## src/hw/rtl/nearest_neighbor_frame_scaler_assert.svh

```systemverilog
// Assertion macros used by the frame scaler top level.
// Expects clk and arst_n in the scope where a macro is used.
`ifndef NEAREST_NEIGHBOR_FRAME_SCALER_ASSERT_SVH
`define NEAREST_NEIGHBOR_FRAME_SCALER_ASSERT_SVH

// cond must hold at every clock edge out of reset
`define NNFS_ASSERT_ALWAYS(lbl, cond, msg) \
	lbl: assert property (@(posedge clk) disable iff (!arst_n) (cond)) else $error(msg);

// cons must hold in the same cycle as ante
`define NNFS_ASSERT_SAME(lbl, ante, cons, msg) \
	lbl: assert property (@(posedge clk) disable iff (!arst_n) (ante) |-> (cons)) \
		else $error(msg);

// cons must hold in the cycle after ante
`define NNFS_ASSERT_NEXT(lbl, ante, cons, msg) \
	lbl: assert property (@(posedge clk) disable iff (!arst_n) (ante) |=> (cons)) \
		else $error(msg);

`endif

```

## src/hw/rtl/nnfs_pkg.sv

```systemverilog
// Package for the nearest-neighbor frame scaler: widths, register map, pipeline depth
// and the per-axis configuration bundle. No dependencies.
package nnfs_pkg;

	localparam int BYTES_PER_PIXEL = 2;
	localparam int MAX_DIM         = 4096;

	localparam int COORD_W = $clog2(MAX_DIM);
	localparam int CFG_W   = COORD_W + 1;
	localparam int ADDR_W  = 26;
	localparam int NUM_W   = 2 * CFG_W;

	// Divider retires one quotient bit per stage
	localparam int DIV_STEPS   = CFG_W;
	localparam int AXIS_STAGES = 2 + DIV_STEPS;
	localparam int NSTAGE      = AXIS_STAGES + 1;

	localparam bit ALPHA_EN = BYTES_PER_PIXEL > 2;

	localparam int IN_FIELDS_W  = 2 * COORD_W;
	localparam int IN_DATA_W    = ((IN_FIELDS_W + 7) / 8) * 8;
	localparam int OUT_FIELDS_W = 2 * COORD_W + ADDR_W;
	localparam int OUT_DATA_W   = ((OUT_FIELDS_W + 7) / 8) * 8;
	localparam int OUT_USER_W   = 2;

	localparam int PDATA_W = 32;
	localparam int REG_W   = 3;
	localparam int PADDR_W = REG_W + 2;

	typedef enum logic [REG_W-1:0] {
		REG_SRC_WIDTH      = 3'd0,
		REG_SRC_HEIGHT     = 3'd1,
		REG_CONTENT_WIDTH  = 3'd2,
		REG_CONTENT_HEIGHT = 3'd3,
		REG_X_OFFSET       = 3'd4,
		REG_Y_OFFSET       = 3'd5,
		REG_BUFFER_WIDTH   = 3'd6,
		REG_BUFFER_HEIGHT  = 3'd7
	} reg_idx_t;

	// Settings for one axis, to be held static by the user while items are in flight (not enforced)
	typedef struct packed {
		logic [CFG_W-1:0]        src;
		logic [CFG_W-1:0]        content;
		logic signed [CFG_W-1:0] offset;
		logic [CFG_W-1:0]        buf_dim;
	} axis_cfg_t;

endpackage

```

## src/hw/rtl/nearest_neighbor_frame_scaler.sv

```systemverilog
// Nearest-neighbor frame scaler, address side: top level with registers and pipeline control.
// Depends on nnfs_pkg, nnfs_axis_map and nearest_neighbor_frame_scaler_assert.svh.
//
// Usage:
//   Input stream s_*: one destination pixel per transfer, s_tdata = {dst_row, dst_col}.
//   Output stream m_*: one result per input, same order. m_tdata holds src_col,
//   src_row and dst_byte_addr; m_tuser holds inside_res and write_alpha.
//   Pixels outside the clipped content window come out with every field zero.
//   User must write registers over the APB port only while no transfer is in flight (not enforced).
//   The pipeline runs from input transfer to output transfer through one input stage, one
//   multiply stage, 13 divider stages (one quotient bit each) and one output stage.
//   Throughput is one pixel per clock while m_tready is high; the 13-stage restoring
//   divider per axis sets the depth.
//   Each stage loads whenever it is empty or the stage after it moves, so bubbles
//   close up and input keeps flowing while a result waits, until all 16 stages
//   are full. A stall never drops or repeats a pixel.
//   Reset empties the pipeline and returns the registers to 1x1 source, content
//   and buffer with zero offsets.
`include "nearest_neighbor_frame_scaler_assert.svh"

module nearest_neighbor_frame_scaler (
	input  logic                                  clk,
	input  logic                                  arst_n,
	// APB configuration
	input  logic                                  psel,
	input  logic                                  penable,
	input  logic                                  pwrite,
	input  logic [nnfs_pkg::PADDR_W-1:0]          paddr,
	input  logic [nnfs_pkg::PDATA_W-1:0]          pwdata,
	output logic [nnfs_pkg::PDATA_W-1:0]          prdata,
	output logic                                  pready,
	// pixel coordinates in
	input  logic                                  s_tvalid,
	output logic                                  s_tready,
	input  logic [nnfs_pkg::IN_DATA_W-1:0]        s_tdata,  // dst_col, dst_row
	// mapped results out
	output logic                                  m_tvalid,
	input  logic                                  m_tready,
	output logic [nnfs_pkg::OUT_DATA_W-1:0]       m_tdata,  // src_col, src_row, dst_byte_addr, pad
	output logic [nnfs_pkg::OUT_USER_W-1:0]       m_tuser   // inside_res, write_alpha
);

	localparam int COORD_W  = nnfs_pkg::COORD_W;
	localparam int CFG_W    = nnfs_pkg::CFG_W;
	localparam int ADDR_W   = nnfs_pkg::ADDR_W;
	localparam int NSTAGE   = nnfs_pkg::NSTAGE;
	localparam int STEPS    = nnfs_pkg::DIV_STEPS;
	localparam int PAD_W    = nnfs_pkg::OUT_DATA_W - nnfs_pkg::OUT_FIELDS_W;
	localparam int PADDR_HI = nnfs_pkg::PADDR_W - 1;

	// ---------------- configuration registers ----------------
	logic [CFG_W-1:0]        src_width_q;
	logic [CFG_W-1:0]        src_height_q;
	logic [CFG_W-1:0]        content_width_q;
	logic [CFG_W-1:0]        content_height_q;
	logic signed [CFG_W-1:0] x_offset_q;
	logic signed [CFG_W-1:0] y_offset_q;
	logic [CFG_W-1:0]        buffer_width_q;
	logic [CFG_W-1:0]        buffer_height_q;

	logic                    cfg_wr;
	nnfs_pkg::reg_idx_t      reg_idx;

	assign pready  = 1'b1;
	assign cfg_wr  = psel && penable && pwrite && pready;
	assign reg_idx = nnfs_pkg::reg_idx_t'(paddr[PADDR_HI:2]);

	always_ff @(posedge clk or negedge arst_n) begin
		if (!arst_n) begin
			src_width_q      <= CFG_W'(1);
			src_height_q     <= CFG_W'(1);
			content_width_q  <= CFG_W'(1);
			content_height_q <= CFG_W'(1);
			x_offset_q       <= '0;
			y_offset_q       <= '0;
			buffer_width_q   <= CFG_W'(1);
			buffer_height_q  <= CFG_W'(1);
		end else if (cfg_wr) begin
			unique case (reg_idx)
				nnfs_pkg::REG_SRC_WIDTH:      src_width_q      <= pwdata[CFG_W-1:0];
				nnfs_pkg::REG_SRC_HEIGHT:     src_height_q     <= pwdata[CFG_W-1:0];
				nnfs_pkg::REG_CONTENT_WIDTH:  content_width_q  <= pwdata[CFG_W-1:0];
				nnfs_pkg::REG_CONTENT_HEIGHT: content_height_q <= pwdata[CFG_W-1:0];
				nnfs_pkg::REG_X_OFFSET:       x_offset_q       <= pwdata[CFG_W-1:0];
				nnfs_pkg::REG_Y_OFFSET:       y_offset_q       <= pwdata[CFG_W-1:0];
				nnfs_pkg::REG_BUFFER_WIDTH:   buffer_width_q   <= pwdata[CFG_W-1:0];
				nnfs_pkg::REG_BUFFER_HEIGHT:  buffer_height_q  <= pwdata[CFG_W-1:0];
				default: ;
			endcase
		end
	end

	always_comb begin
		prdata = '0;
		unique case (reg_idx)
			nnfs_pkg::REG_SRC_WIDTH:      prdata[CFG_W-1:0] = src_width_q;
			nnfs_pkg::REG_SRC_HEIGHT:     prdata[CFG_W-1:0] = src_height_q;
			nnfs_pkg::REG_CONTENT_WIDTH:  prdata[CFG_W-1:0] = content_width_q;
			nnfs_pkg::REG_CONTENT_HEIGHT: prdata[CFG_W-1:0] = content_height_q;
			nnfs_pkg::REG_X_OFFSET:       prdata[CFG_W-1:0] = x_offset_q;
			nnfs_pkg::REG_Y_OFFSET:       prdata[CFG_W-1:0] = y_offset_q;
			nnfs_pkg::REG_BUFFER_WIDTH:   prdata[CFG_W-1:0] = buffer_width_q;
			nnfs_pkg::REG_BUFFER_HEIGHT:  prdata[CFG_W-1:0] = buffer_height_q;
			default: ;
		endcase
	end

	// ---------------- pipeline control ----------------
	logic [NSTAGE-1:0] stage_vld_q;
	logic [NSTAGE:0]   stage_rdy;

	// A stage may load when it is empty or its contents move on this cycle
	always_comb begin
		stage_rdy[NSTAGE] = m_tready;
		for (int k = NSTAGE - 1; k >= 0; k--) begin
			stage_rdy[k] = !stage_vld_q[k] || stage_rdy[k + 1];
		end
	end

	always_ff @(posedge clk or negedge arst_n) begin
		if (!arst_n) begin
			stage_vld_q <= '0;
		end else begin
			if (stage_rdy[0]) begin
				stage_vld_q[0] <= s_tvalid;
			end
			for (int k = 1; k < NSTAGE; k++) begin
				if (stage_rdy[k]) begin
					stage_vld_q[k] <= stage_vld_q[k - 1];
				end
			end
		end
	end

	assign s_tready = stage_rdy[0];

	// ---------------- per-axis mapping ----------------
	nnfs_pkg::axis_cfg_t   cfg_x;
	nnfs_pkg::axis_cfg_t   cfg_y;
	logic                  in_x;
	logic                  in_y;
	logic [CFG_W-1:0]      quot_x;
	logic [CFG_W-1:0]      quot_y;

	assign cfg_x = '{src: src_width_q, content: content_width_q,
		offset: x_offset_q, buf_dim: buffer_width_q};
	assign cfg_y = '{src: src_height_q, content: content_height_q,
		offset: y_offset_q, buf_dim: buffer_height_q};

	nnfs_axis_map u_map_x (
		.clk    (clk),
		.en     (stage_rdy[nnfs_pkg::AXIS_STAGES-1:0]),
		.cfg    (cfg_x),
		.d      (s_tdata[COORD_W-1:0]),
		.in_win (in_x),
		.quot   (quot_x)
	);

	nnfs_axis_map u_map_y (
		.clk    (clk),
		.en     (stage_rdy[nnfs_pkg::AXIS_STAGES-1:0]),
		.cfg    (cfg_y),
		.d      (s_tdata[2*COORD_W-1:COORD_W]),
		.in_win (in_y),
		.quot   (quot_y)
	);

	// ---------------- destination address, carried alongside ----------------
	logic [COORD_W-1:0] col_s1;
	logic [COORD_W-1:0] row_s1;
	logic [ADDR_W-1:0]  addr_lin;
	logic [ADDR_W-1:0]  addr_s2;
	// index k rides with divider stage s3+k
	logic [ADDR_W-1:0]  addr_s3 [STEPS];

	always_comb begin
		addr_lin = ADDR_W'(row_s1) * ADDR_W'(buffer_width_q) + ADDR_W'(col_s1);
	end

	always_ff @(posedge clk) begin
		if (stage_rdy[0]) begin
			col_s1 <= s_tdata[COORD_W-1:0];
			row_s1 <= s_tdata[2*COORD_W-1:COORD_W];
		end
		if (stage_rdy[1]) begin
			addr_s2 <= ADDR_W'(addr_lin * ADDR_W'(nnfs_pkg::BYTES_PER_PIXEL));
		end
		if (stage_rdy[2]) begin
			addr_s3[0] <= addr_s2;
		end
		for (int k = 1; k < STEPS; k++) begin
			if (stage_rdy[k + 2]) begin
				addr_s3[k] <= addr_s3[k - 1];
			end
		end
	end

	// ---------------- output stage ----------------
	logic               inside_now;
	logic               res_inside_s16;
	logic               res_alpha_s16;
	logic [COORD_W-1:0] res_col_s16;
	logic [COORD_W-1:0] res_row_s16;
	logic [ADDR_W-1:0]  res_addr_s16;

	assign inside_now = in_x && in_y;

	// Everything reads zero outside the window
	always_ff @(posedge clk) begin
		if (stage_rdy[NSTAGE-1]) begin
			res_inside_s16 <= inside_now;
			res_alpha_s16  <= inside_now && nnfs_pkg::ALPHA_EN;
			res_col_s16    <= inside_now ? quot_x[COORD_W-1:0] : '0;
			res_row_s16    <= inside_now ? quot_y[COORD_W-1:0] : '0;
			res_addr_s16   <= inside_now ? addr_s3[STEPS-1] : '0;
		end
	end

	assign m_tvalid = stage_vld_q[NSTAGE-1];
	assign m_tdata  = {{PAD_W{1'b0}}, res_addr_s16, res_row_s16, res_col_s16};
	assign m_tuser  = {res_alpha_s16, res_inside_s16};

	// ---------------- checks ----------------
	`NNFS_ASSERT_SAME(a_outside_zero, m_tvalid && !m_tuser[0],
		m_tdata == '0 && !m_tuser[1], "outside pixel carries nonzero fields")

	`NNFS_ASSERT_ALWAYS(a_alpha_needs_inside, !m_tvalid || !m_tuser[1] || m_tuser[0],
		"write_alpha set for a pixel outside the window")

	`NNFS_ASSERT_SAME(a_full_stall_blocks, (&stage_vld_q) && !m_tready, !s_tready,
		"input taken while pipeline full and stalled")

	`NNFS_ASSERT_SAME(a_col_in_range,
		m_tvalid && m_tuser[0] && src_width_q <= CFG_W'(nnfs_pkg::MAX_DIM),
		{1'b0, m_tdata[COORD_W-1:0]} < src_width_q, "source column past source width")

	`NNFS_ASSERT_SAME(a_row_in_range,
		m_tvalid && m_tuser[0] && src_height_q <= CFG_W'(nnfs_pkg::MAX_DIM),
		{1'b0, m_tdata[2*COORD_W-1:COORD_W]} < src_height_q,
		"source row past source height")

endmodule

```

## src/hw/rtl/nnfs_axis_map.sv

```systemverilog
// One axis of the scaler: window clip test and pipelined source index division.
// Depends on nnfs_pkg; stage loads are driven by the top level's handshake chain.
module nnfs_axis_map (
	input  logic                                clk,
	input  logic [nnfs_pkg::AXIS_STAGES-1:0]    en,
	input  nnfs_pkg::axis_cfg_t                 cfg,
	input  logic [nnfs_pkg::COORD_W-1:0]        d,
	output logic                                in_win,
	output logic [nnfs_pkg::CFG_W-1:0]          quot
);

	localparam int CFG_W  = nnfs_pkg::CFG_W;
	localparam int NUM_W  = nnfs_pkg::NUM_W;
	localparam int DIFF_W = CFG_W + 2;
	localparam int STEPS  = nnfs_pkg::DIV_STEPS;

	// Work word is {partial remainder, numerator bits left / quotient bits so far}
	function automatic logic [NUM_W-1:0] div_step(input logic [NUM_W-1:0] w,
			input logic [CFG_W-1:0] dv);
		logic [CFG_W:0] t;
		logic [CFG_W:0] dif;
		t   = {w[NUM_W-1:CFG_W], w[CFG_W-1]};
		dif = t - {1'b0, dv};
		if (t >= {1'b0, dv}) begin
			return {dif[CFG_W-1:0], w[CFG_W-2:0], 1'b1};
		end
		return {t[CFG_W-1:0], w[CFG_W-2:0], 1'b0};
	endfunction

	logic [CFG_W-1:0]        cont_eff;
	logic signed [DIFF_W-1:0] diff;
	logic                    in_now;

	logic [CFG_W-1:0] diff_s1;
	logic             in_s1;
	logic [NUM_W-1:0] num_s2;
	logic             in_s2;
	// index k holds divider stage s3+k
	logic [NUM_W-1:0] work_s3 [STEPS];
	logic             in_s3   [STEPS];

	// Zero content size falls back to the buffer size
	always_comb begin
		cont_eff = (cfg.content != '0) ? cfg.content : cfg.buf_dim;
		diff     = $signed({{(DIFF_W - nnfs_pkg::COORD_W){1'b0}}, d})
			- $signed({{(DIFF_W - CFG_W){cfg.offset[CFG_W-1]}}, cfg.offset});
		// d >= max(0,off) and d < min(buf, off+content) and src != 0
		in_now   = !diff[DIFF_W-1]
			&& (diff[DIFF_W-2:0] < {1'b0, cont_eff})
			&& ({1'b0, d} < cfg.buf_dim)
			&& (cfg.src != '0);
	end

	always_ff @(posedge clk) begin
		if (en[0]) begin
			diff_s1 <= diff[CFG_W-1:0];
			in_s1   <= in_now;
		end
		if (en[1]) begin
			num_s2 <= NUM_W'(diff_s1) * NUM_W'(cfg.src);
			in_s2  <= in_s1;
		end
		if (en[2]) begin
			work_s3[0] <= div_step(num_s2, cont_eff);
			in_s3[0]   <= in_s2;
		end
		for (int k = 1; k < STEPS; k++) begin
			if (en[k + 2]) begin
				work_s3[k] <= div_step(work_s3[k - 1], cont_eff);
				in_s3[k]   <= in_s3[k - 1];
			end
		end
	end

	assign in_win = in_s3[STEPS-1];
	assign quot   = work_s3[STEPS-1][CFG_W-1:0];

endmodule
```

## config.mk

```make
export PLATFORM = sky130hd
export DESIGN_NAME = nearest_neighbor_frame_scaler
export DESIGN_NICKNAME = d
export VERILOG_FILES = /design/src/hw/rtl/nnfs_pkg.sv /design/src/hw/rtl/nearest_neighbor_frame_scaler.sv /design/src/hw/rtl/nnfs_axis_map.sv
export VERILOG_INCLUDE_DIRS = /design/src /design/src/hw/rtl
export SDC_FILE = /design/constraint.sdc
export NUM_CORES = 2
export LEC_CHECK = 0
export ABC_AREA = 1
export BUFFER_PORTS_ARGS = -buffer_cell sky130_fd_sc_hd__buf_4
export CAP_MARGIN = 20
export CORE_ASPECT_RATIO = 1.2
export CORE_MARGIN = 2
export CORE_UTILIZATION = 60
export CTS_CLUSTER_SIZE = 28
export DETAILED_ROUTE_END_ITERATION = 10
export PLACE_DENSITY_LB_ADDON = 0.3
export SYNTH_ARGS = -nofsm -noshare
export SYNTH_HDL_FRONTEND = slang
export SYNTH_SLANG_ARGS = --single-unit
export TNS_END_PERCENT = 30
```

## constraint.sdc

```tcl
create_clock -name clk -period 6.95 [get_ports clk]
set_input_delay 0 -clock clk [delete_from_list [all_inputs] [get_ports clk]]
set_output_delay 0 -clock clk [all_outputs]
set_load 0.01 [all_outputs]
```

==> qor.csv <==
metric;value;unit
HPWL Detailed;126.6;mm
clock latency at the later pin of the worst-skew pair;790;ps
clock skew;39.01;ps
Slew Limit Fails;0;
number of instances resized during post-cts repair;0;
synthesized area per cell;10.30;um^2
number of global-route vias before repair;54900;
startpoint type of the worst setup path;flip-flop;
largest cells by area after synthesis;sky130_fd_sc_hd__edfxtp_1 44%, sky130_fd_sc_hd__fa_1 9.9%, sky130_fd_sc_hd__ha_1 9.9%;
Initial Utilization;60.34;%
Min Clock Period, post-route;5691;ps
final hold viol count;0;
die outline area;133700;um^2
max-cap violations;0;
placer congestion estimate;0.9626;
normalized max-slew margin;28.95;%
number of enable-type register cells in the synthesized netlist;1156;
wirelength, routed;170.3;mm
RSZ-0062 raised after global routing;no;
Crit Path Category;flip-flop to flip-flop;
area overhead of the layout relative to synthesis;9.810;%
antenna violations before repair;1;
number of DRC markers after the initial detailed-route iteration;3003;
Cells after DPL;9283;
standard-cell rows;145;
Via density;5.535;
I/O Buffers;111;
gr ovfl total;0;
clock tree from TritonCTS;yes;
final-report setup violation count;0;
share of layout cells above drive strength 1;7.074;%
Yosys warning total;0;
clock transition at the registers of the reported paths;60;ps
CTS Sinks;1276;
Main synth FF type;sky130_fd_sc_hd__edfxtp_1;
gr usage total;25.98;%
Vias;53170;
worst hold path class;input port to flip-flop;
width of the die;334.2;um
Worst R2R Path Depth;18;
fin cells;9607;
crit path DAT;6210;ps
largest net degree at the start of global routing;81;
Antenna Violating Nets Remaining;0;
count of H-tree levels built during CTS;4;
number of buffers added by the clock tree synthesis step;132;
number of cells traversed by the worst hold path;4;
post-synthesis async set-or-reset flop share;9.404;%
post-synth design cell area;78490;um^2
Max Buffers Root-to-Sink;3;
total number of nets in the final design;8891;
fraction of synthesized cell area taken by the top area cell type;44.23;%
DRC violation count after routing;0;
fmax;175.7;MHz
share of the yosys chip area belonging to registers;48.06;%
critical-path maximum fanout;16;
routed wirelength normalized by instance count;17.73;um
number of instances in the synthesized netlist;7620;
Crit path required time;7470;ps
distinct cell type count of the synthesized netlist;54;
I/O pins;161;
type of element capturing the critical path;flip-flop;
status;complete, no violations;
first-pass GRT wire length;276.7;mm
register bit count reported by yosys;1276;
fraction of the cycle the final worst path needs;81.89;%
die height;400.2;um
Core Box Area;130100;um^2
core utilization of the finished layout;66.26;%
transition time of the tightest slew-check pin;1066;ps
number of iterations in the first detailed-routing pass;6;
cell taking the most area after synthesis;sky130_fd_sc_hd__edfxtp_1;
CTS Root Cell;sky130_fd_sc_hd__clkbuf_16;
setup TNS;0;ps
[metal layers]
metal	routed length, um	GRT usage, %	vias to the layer above
li1	-	-	25660
met1	66330	30.41	25600
met2	87140	46.24	1407
met3	7454	3.577	500
met4	9360	13.70	0
met5	0	0	-
[sequential cells by signal (all words and copies together), names as in the netlist, 13 cells and up]
register	flops
addr_s2	25
addr_s3	325
buffer_height_q	13
buffer_width_q	13
content_height_q	13
content_width_q	13
res_addr_s16	25
src_height_q	13
src_width_q	13
stage_vld_q	16
u_map_x.diff_s1	13
u_map_x.in_s3	13
u_map_x.num_s2	26
u_map_x.work_s3	312
u_map_y.diff_s1	13
u_map_y.in_s3	13
u_map_y.num_s2	26
u_map_y.work_s3	312
x_offset_q	13
y_offset_q	13
[synthesized netlist by cell type, types with 3 or more instances]
master and number:
sky130_fd_sc_hd__xnor2_1 154, sky130_fd_sc_hd__clkbuf_1 114, sky130_fd_sc_hd__fa_1 389, sky130_fd_sc_hd__inv_2 22, sky130_fd_sc_hd__a221oi_1 9, sky130_fd_sc_hd__dfrtp_1 114
sky130_fd_sc_hd__nand4_4 3, sky130_fd_sc_hd__nand4_1 82, sky130_fd_sc_hd__buf_2 7, sky130_fd_sc_hd__nand3b_1 9, sky130_fd_sc_hd__nor4_1 7, sky130_fd_sc_hd__nor2_1 385
sky130_fd_sc_hd__dfstp_2 6, sky130_fd_sc_hd__o21bai_1 3, sky130_fd_sc_hd__o21ai_1 43, sky130_fd_sc_hd__a31oi_1 8, sky130_fd_sc_hd__a21o_1 111, sky130_fd_sc_hd__buf_6 25
sky130_fd_sc_hd__o22ai_1 31, sky130_fd_sc_hd__nand3_1 235, sky130_fd_sc_hd__edfxtp_1 1156, sky130_fd_sc_hd__o21ai_2 38, sky130_fd_sc_hd__buf_4 50, sky130_fd_sc_hd__inv_1 1222
sky130_fd_sc_hd__ha_1 621, sky130_fd_sc_hd__a21oi_2 10, sky130_fd_sc_hd__o2111ai_1 6, sky130_fd_sc_hd__a22oi_1 4, sky130_fd_sc_hd__a21oi_1 368, sky130_fd_sc_hd__nand3_2 24
sky130_fd_sc_hd__o31ai_1 3, sky130_fd_sc_hd__o21ai_0 454, sky130_fd_sc_hd__or2_2 49, sky130_fd_sc_hd__buf_1 5, sky130_fd_sc_hd__a21boi_0 3, sky130_fd_sc_hd__nand2_1 1600
sky130_fd_sc_hd__nor3_1 41, sky130_fd_sc_hd__xor2_1 154, sky130_fd_sc_hd__a221oi_2 19, sky130_fd_sc_hd__o211ai_1 7, sky130_fd_sc_hd__a211oi_1 7
[worst max-delay path: stages (launching register included)]
cell and delay, ps:
sky130_fd_sc_hd__dfrtp_1 900, sky130_fd_sc_hd__nand2_1 170, sky130_fd_sc_hd__fa_1 540, sky130_fd_sc_hd__inv_1 50, sky130_fd_sc_hd__fa_1 460, sky130_fd_sc_hd__fa_1 520, sky130_fd_sc_hd__fa_1 540, sky130_fd_sc_hd__inv_1 50
sky130_fd_sc_hd__fa_1 530, sky130_fd_sc_hd__inv_1 40, sky130_fd_sc_hd__ha_1 350, sky130_fd_sc_hd__a21oi_1 210, sky130_fd_sc_hd__o21ai_0 110, sky130_fd_sc_hd__a21oi_1 180, sky130_fd_sc_hd__o21ai_1 180, sky130_fd_sc_hd__a21oi_1 310
sky130_fd_sc_hd__o21ai_0 150, sky130_fd_sc_hd__nand2_1 80, sky130_fd_sc_hd__nand2_1 50
[cell usage in the layout, fill, tap and decap left out, types with 111 or more instances in the layout]
cell type	count
sky130_fd_sc_hd__nand2_1	1595
sky130_fd_sc_hd__inv_1	1217
sky130_fd_sc_hd__edfxtp_1	1156
sky130_fd_sc_hd__ha_1	621
sky130_fd_sc_hd__o21ai_0	452
sky130_fd_sc_hd__fa_1	389
sky130_fd_sc_hd__nor2_1	385
sky130_fd_sc_hd__a21oi_1	353
sky130_fd_sc_hd__nand3_1	233
sky130_fd_sc_hd__xor2_1	154
sky130_fd_sc_hd__xnor2_1	154
sky130_fd_sc_hd__buf_4	148
sky130_fd_sc_hd__clkbuf_16	134
sky130_fd_sc_hd__dfrtp_1	114
sky130_fd_sc_hd__a21o_1	111
[logic make-up after synthesis]
family / Yosys count / share of synthesized area [%]
AND/OR/NAND/NOR: 2445 / 12.96
buffers and inverters: 1447 / 7.409
flip-flops: 1276 / 48.06
AO/OA/AOI/OAI: 1132 / 8.302
adder cells (fa/ha/maj): 1010 / 19.82
XOR/XNOR: 308 / 3.437
other: 2 / 0.009568
[repair_timing]
item                      in CTS  in global routing
hold buffers                  83                  0
setup buffers                  0                  0
hold endpoints to repair     208                  0
[final cells by class]
type / instances / area (um^2)
fill: 9769 / 43890
sequential: 1276 / 37720
multi-input combinational: 4923 / 35210
inverter: 1246 / 4682
clock buffer: 151 / 3447
tap: 1690 / 2115
timing repair buffer: 234 / 2027
clock inverter: 86 / 982.2
antenna: 1 / 2.502
[final timing paths]
path	startpoint	end	slack [ps]
worst max-delay path	src_height_q[8]	u_map_y.num_s2[23]	1260
worst min-delay path	pwdata[3]	buffer_width_q[3]	50
worst max register to register	src_height_q[8]	u_map_y.num_s2[23]	1260
worst min register to register	u_map_y.work_s3[10][1]	u_map_y.work_s3[11][2]	400
max in group asynchronous	arst_n	buffer_width_q[11]	5740
min in group asynchronous	arst_n	src_width_q[0]	320
[stage by stage]
step / setup WS (ps) / hold WS, ps / cell area, um^2
after floorplan: 528.2 / -295.6 / 78590
after global placement: 1457 / 80.27 / 80840
after detailed placement: 1326 / 96.27 / 80840
after CTS: 1186 / 3.313 / 86120
after global routing: 988.9 / 27.05 / 86190
final: 1259 / 52.16 / 86190
Power is left out: the tool's default activity adds up to more than one toggle a clock period on the data nets, which glitch-free logic cannot reach.
